**src/bwbx_pkg.sv**
```systemverilog
// Package with shared constants, operation codes and types for the bit field extractor.
`timescale 1ns / 1ps
package bwbx_pkg;

  // Default number of words in the ring store (a power of two).
  localparam int STORE_WORDS_DEF = 256;

  // Fixed field widths of the request and result ports and of the word offset.
  localparam int OP_W    = 2;
  localparam int INDEX_W = 8;
  localparam int WORD_W  = 32;
  localparam int BITPOS_W = 13;
  localparam int COUNT_W = 6;
  localparam int OFF_W   = 5;

  // Largest number of bits one read request may take.
  localparam logic [COUNT_W-1:0] COUNT_MAX = 6'd32;

  // Operation codes.
  localparam logic [OP_W-1:0] OP_WRITE  = 2'd0;
  localparam logic [OP_W-1:0] OP_SETPOS = 2'd1;
  localparam logic [OP_W-1:0] OP_READ   = 2'd2;

  // Control carried from the address stage to the extract stage.
  typedef struct packed {
    logic                 valid;
    logic [OFF_W-1:0]     off;
    logic [COUNT_W-1:0]   cnt;
  } rd_ctl_t;

endpackage

```
**src/bwbx_extract.sv**
```systemverilog
// Extract stage: byte-swaps two store words into stream order and cuts out the field.
`timescale 1ns / 1ps
module bwbx_extract (
  input  logic                                 clk,
  input  logic                                 rst_n,
  input  bwbx_pkg::rd_ctl_t                    ctl,
  input  logic [bwbx_pkg::WORD_W-1:0]          word0,
  input  logic [bwbx_pkg::WORD_W-1:0]          word1,
  output logic                                 out_valid,
  output logic [bwbx_pkg::WORD_W-1:0]          out_field_value
);

  logic [bwbx_pkg::WORD_W-1:0]   sw0;
  logic [bwbx_pkg::WORD_W-1:0]   sw1;
  logic [2*bwbx_pkg::WORD_W-1:0] shifted;
  logic [bwbx_pkg::WORD_W-1:0]   top;
  logic [bwbx_pkg::COUNT_W-1:0]  rsh;
  logic [bwbx_pkg::WORD_W-1:0]   field_nxt;
  logic                          out_valid_r;
  logic [bwbx_pkg::WORD_W-1:0]   field_r;

  // Put both words in stream order, align the position to the top and
  // shift the field down so that it ends at bit 0.
  always_comb begin
    sw0     = {word0[7:0], word0[15:8], word0[23:16], word0[31:24]};
    sw1     = {word1[7:0], word1[15:8], word1[23:16], word1[31:24]};
    shifted = {sw0, sw1} << ctl.off;
    top     = shifted[2*bwbx_pkg::WORD_W-1:bwbx_pkg::WORD_W];
    rsh     = bwbx_pkg::COUNT_MAX - ctl.cnt;
    if (ctl.cnt == '0) begin
      field_nxt = '0;
    end else begin
      field_nxt = top >> rsh;
    end
  end

  // Result register: the strobe is control, the value is payload.
  always_ff @(posedge clk) begin
    if (!rst_n) begin
      out_valid_r <= 1'b0;
    end else begin
      out_valid_r <= ctl.valid;
    end
    field_r <= field_nxt;
  end

  assign out_valid       = out_valid_r;
  assign out_field_value = field_r;

endmodule

```
**config.mk**
```make
export PLATFORM = sky130hd
export DESIGN_NAME = bwbx_extract
export DESIGN_NICKNAME = d
export VERILOG_FILES = /design/src/bwbx_pkg.sv /design/src/bwbx_extract.sv
export SDC_FILE = /design/constraint.sdc
export NUM_CORES = 1
export LEC_CHECK = 0
export BUFFER_PORTS_ARGS = -buffer_cell sky130_fd_sc_hd__buf_2
export CORE_MARGIN = 2
export CORE_UTILIZATION = 30
export CTS_CLUSTER_DIAMETER = 30
export CTS_CLUSTER_SIZE = 24
export DETAILED_ROUTE_END_ITERATION = 12
export PLACE_DENSITY = 0.54
export SLEW_MARGIN = 5
export SYNTH_ARGS = -nofsm -noshare
export SYNTH_HDL_FRONTEND = slang
export SYNTH_SLANG_ARGS = --single-unit
```
**constraint.sdc**
```tcl
create_clock -name clk -period 3.9 [get_ports clk]
set_clock_uncertainty 0.05 [all_clocks]
set_input_delay 0.39 -clock clk [delete_from_list [all_inputs] [get_ports clk]]
set_output_delay 0.39 -clock clk [all_outputs]
set_load 0.01 [all_outputs]
```
==> results.md <==
* Maxcap violations at 0
* Vias at 7523
* Ys async rst share at 0
* Setup crit end: out_field_value[0]
* Setup crit start kind: input port
* Vias per cell at between 6 and 7
* Routability-driven placement congestion ratio at a little over 0.9
* TritonRoute pass-1 iters at 7
* Post-synthesis area per instance at roughly 9.3 sq um
* Cell total after placement at around 1200
* Crit path kind: in2reg
* P per Cell Area at about 270 nW/um^2
* CTS sink count at 33
* Post-synthesis instance area at roughly 7100 sq um
* Clock share of power at 0.202
* Period utilization at 0.905
* Routed Antenna Nets at 0
* Die area at approximately 25000 sq um
* Cts hold-fix bufs at 0
* Post-synth EDFFs at 0
* DRC at 0
* Die Ht at 158 microns
* Post-CTS Setup Repair Bufs at 0
* CTS root buf: clkbuf_16
* Hold Fails Final Rpt at 0
* Lkg Pwr at around 0.0033 uW
* Global-route wire length before repair at ~42 mm
* Post-CTS resize count at 0
* # fillers at between 2000 and 2500
* Crit path max fanout at 26
* Post-DP HPWL at roughly 22 mm
* Clk buf depth at 2
* Worst hold-check path type: in2reg
* Synth Net Count at roughly 840
* Worst setup margin at between 0.3 and 0.4 ns
* Yosys cell types at between 70 and 80
* Max VDD drop at about 0.00024 V
* Yosys reg bits at 33
* Sequential power share at 0.174
* Initial DRC count at 833
* Final slew viol count at 0
* Ant. Diodes at 0
* GR Overflow Total at 0
* Area Overhead vs Synth at 16.4%
* Core area at ~23000 sq um
* Cell Int Power at ~1300 uW
* TritonCTS Buffers at 5
* Clock transition at the registers of the reported paths at roughly 0.050 ns
* I/O pin count at 111
* Relative slew slack at 0.252
* CP Data Required Time at a little over 4 ns
* CP Launch Point: ctl[9]
* Sequential share of the synthesized area at 0.0932
* Maximum number of pins on one net before global-route repair at between 40 and 50
* Final nets at 936
* Multi-input gate area at between 5000 and 6000 sq um
* Setup TNS at 0 ns
* Initial antenna violation count at 0
* Hold Path Depth at 2
* Post-layout utilization of the core at 0.354
* H-Tree Depth at 2
* Logic pwr share at 0.624
* Outcome: finished clean
* Slew @ Worst Pin at about 1.1 ns
* WL final at 27.4 mm
* Die Wd at between 150 and 200 microns
* Avg WL per Cell at around 23 microns
* Port bufs at around 110
* CTS tree: built
* Ys flop type: dfxtp_1
* Layout cell share with drive strength beyond 1 at 0.355
* Post-Layout Cell Count at between 1000 and 1500
* Tmin final at about 3.5 ns
* Synth Instances at ~760
* NetSw at around 910 uW
* Syn. warnings at 0
* Overall Global Routing Usage at 0.216
* Fmax at ~280 MHz
* # setup viols final at 0
* Row count at 56
* Crit path DAT at ~3.7 ns
* Seq. cell area at roughly 660 sq um
* Initial Util at 0.304
* Switching share of power at 0.414
* Place WS at roughly 0.18 ns
* Vias in the first global route at ~6800
* Crit end category: flip-flop
* Unrepaired setup endpoints after global routing: false
[power by group through the flow]
stage,sequential [uW],combinational [uW],clock [uW]
CTS,385,1350,453
global route,387,1460,465
global placement,390,1340,0
floorplan,411,877,0
finish,384,1370,445
detailed placement,392,1340,0
[state kept, by name, indices dropped and copies added, names as in the netlist]
name,cells
out_valid,1
out_field_value,32
[cell type report]
class	instances	share of cell area
flip-flops and latches	33	0.0800
inverters	12	0.00546
clock buffers	7	0.0173
well taps	319	0.0484
repair buffers	163	0.120
multi-input cells	642	0.725
clock inverters	1	0.00364
[logic make-up (layout without fill, tap and decap cells)]
logic type / Yosys count / count (layout) / synth area share
compound gates: 222 / 222 / 0.241
xor+xnor: 4 / 4 / 0.00494
fa+ha+maj: 1 / 1 / 0.00176
buf+inv: 84 / 183 / 0.0635
flops: 33 / 33 / 0.0932
mux: 199 / 199 / 0.449
simple gates: 216 / 216 / 0.146
[cell usage after synthesis, types with 7 or more instances]
cell,instances,area (sq um)
a211o_1,9,78.8
a211oi_1,13,97.6
a21o_1,9,67.6
a21oi_1,21,105
a221oi_1,7,61.3
a222oi_1,7,70.1
a22o_1,24,210
a22oi_1,14,105
and2_1,8,50.1
buf_1,8,30.0
buf_2,18,90.1
clkbuf_1,34,128
dfxtp_1,33,661
inv_1,8,30.0
mux2_2,35,394
mux2i_1,72,721
mux4_1,7,184
mux4_2,82,1850
nand2_1,54,203
nand2b_1,9,56.3
nand3_1,15,75.1
nor2_1,64,240
nor2b_1,12,75.1
nor3_1,25,125
o211ai_1,14,105
o21ai_0,20,100
o22ai_1,19,119
[worst min-delay path by stage]
stage / startpoint / end
after floorplan: ctl[11] / out_valid
after detailed placement: ctl[11] / out_valid
after global routing: ctl[11] / out_valid
final: ctl[11] / out_valid
after CTS: ctl[11] / out_valid
after global placement: ctl[11] / out_valid
[stage by stage]
step                power [uW]  cell area (sq um)  hold WS [ns]
floorplan                 1290               7090         0.462
global placement          1730               8080         0.550
detailed placement        1730               8080         0.548
CTS                       2190               8250         0.273
global route              2310               8250         0.278
finish                    2200               8250         0.277
[layer usage]
layer / wire length [microns] / global-route usage / vias up / part of all wire
met5: 0 / 0 / - / 0
met1: 12100 / 0.311 / 3719 / 0.44
met2: 12400 / 0.342 / 432 / 0.45
li1: - / - / 3321 / -
met4: 782 / 0.0667 / 0 / 0.029
met3: 2060 / 0.0192 / 51 / 0.075
[worst max-delay path, cell delays in order]
cell	delay, ns
buf_2	0.48
mux4_1	0.37
mux2i_1	0.14
mux2i_1	0.54
a2111oi_0	0.26
or4_4	0.60
a222oi_1	0.41
buf_4	0.21
mux2i_1	0.08
o211ai_1	0.18
[cells in the final DEF (no fill, tap or decap), types with 15 or more instances in the layout]
cell	instances
a21oi_1	21
nand3_1	15
mux4_2	82
a22o_1	24
o22ai_1	19
mux2_2	35
dfxtp_1	33
buf_2	108
nor3_1	25
mux2i_1	72
o21ai_0	20
nor2_1	64
buf_4	52
nand2_1	54
Power figures use the tool's default switching activity.
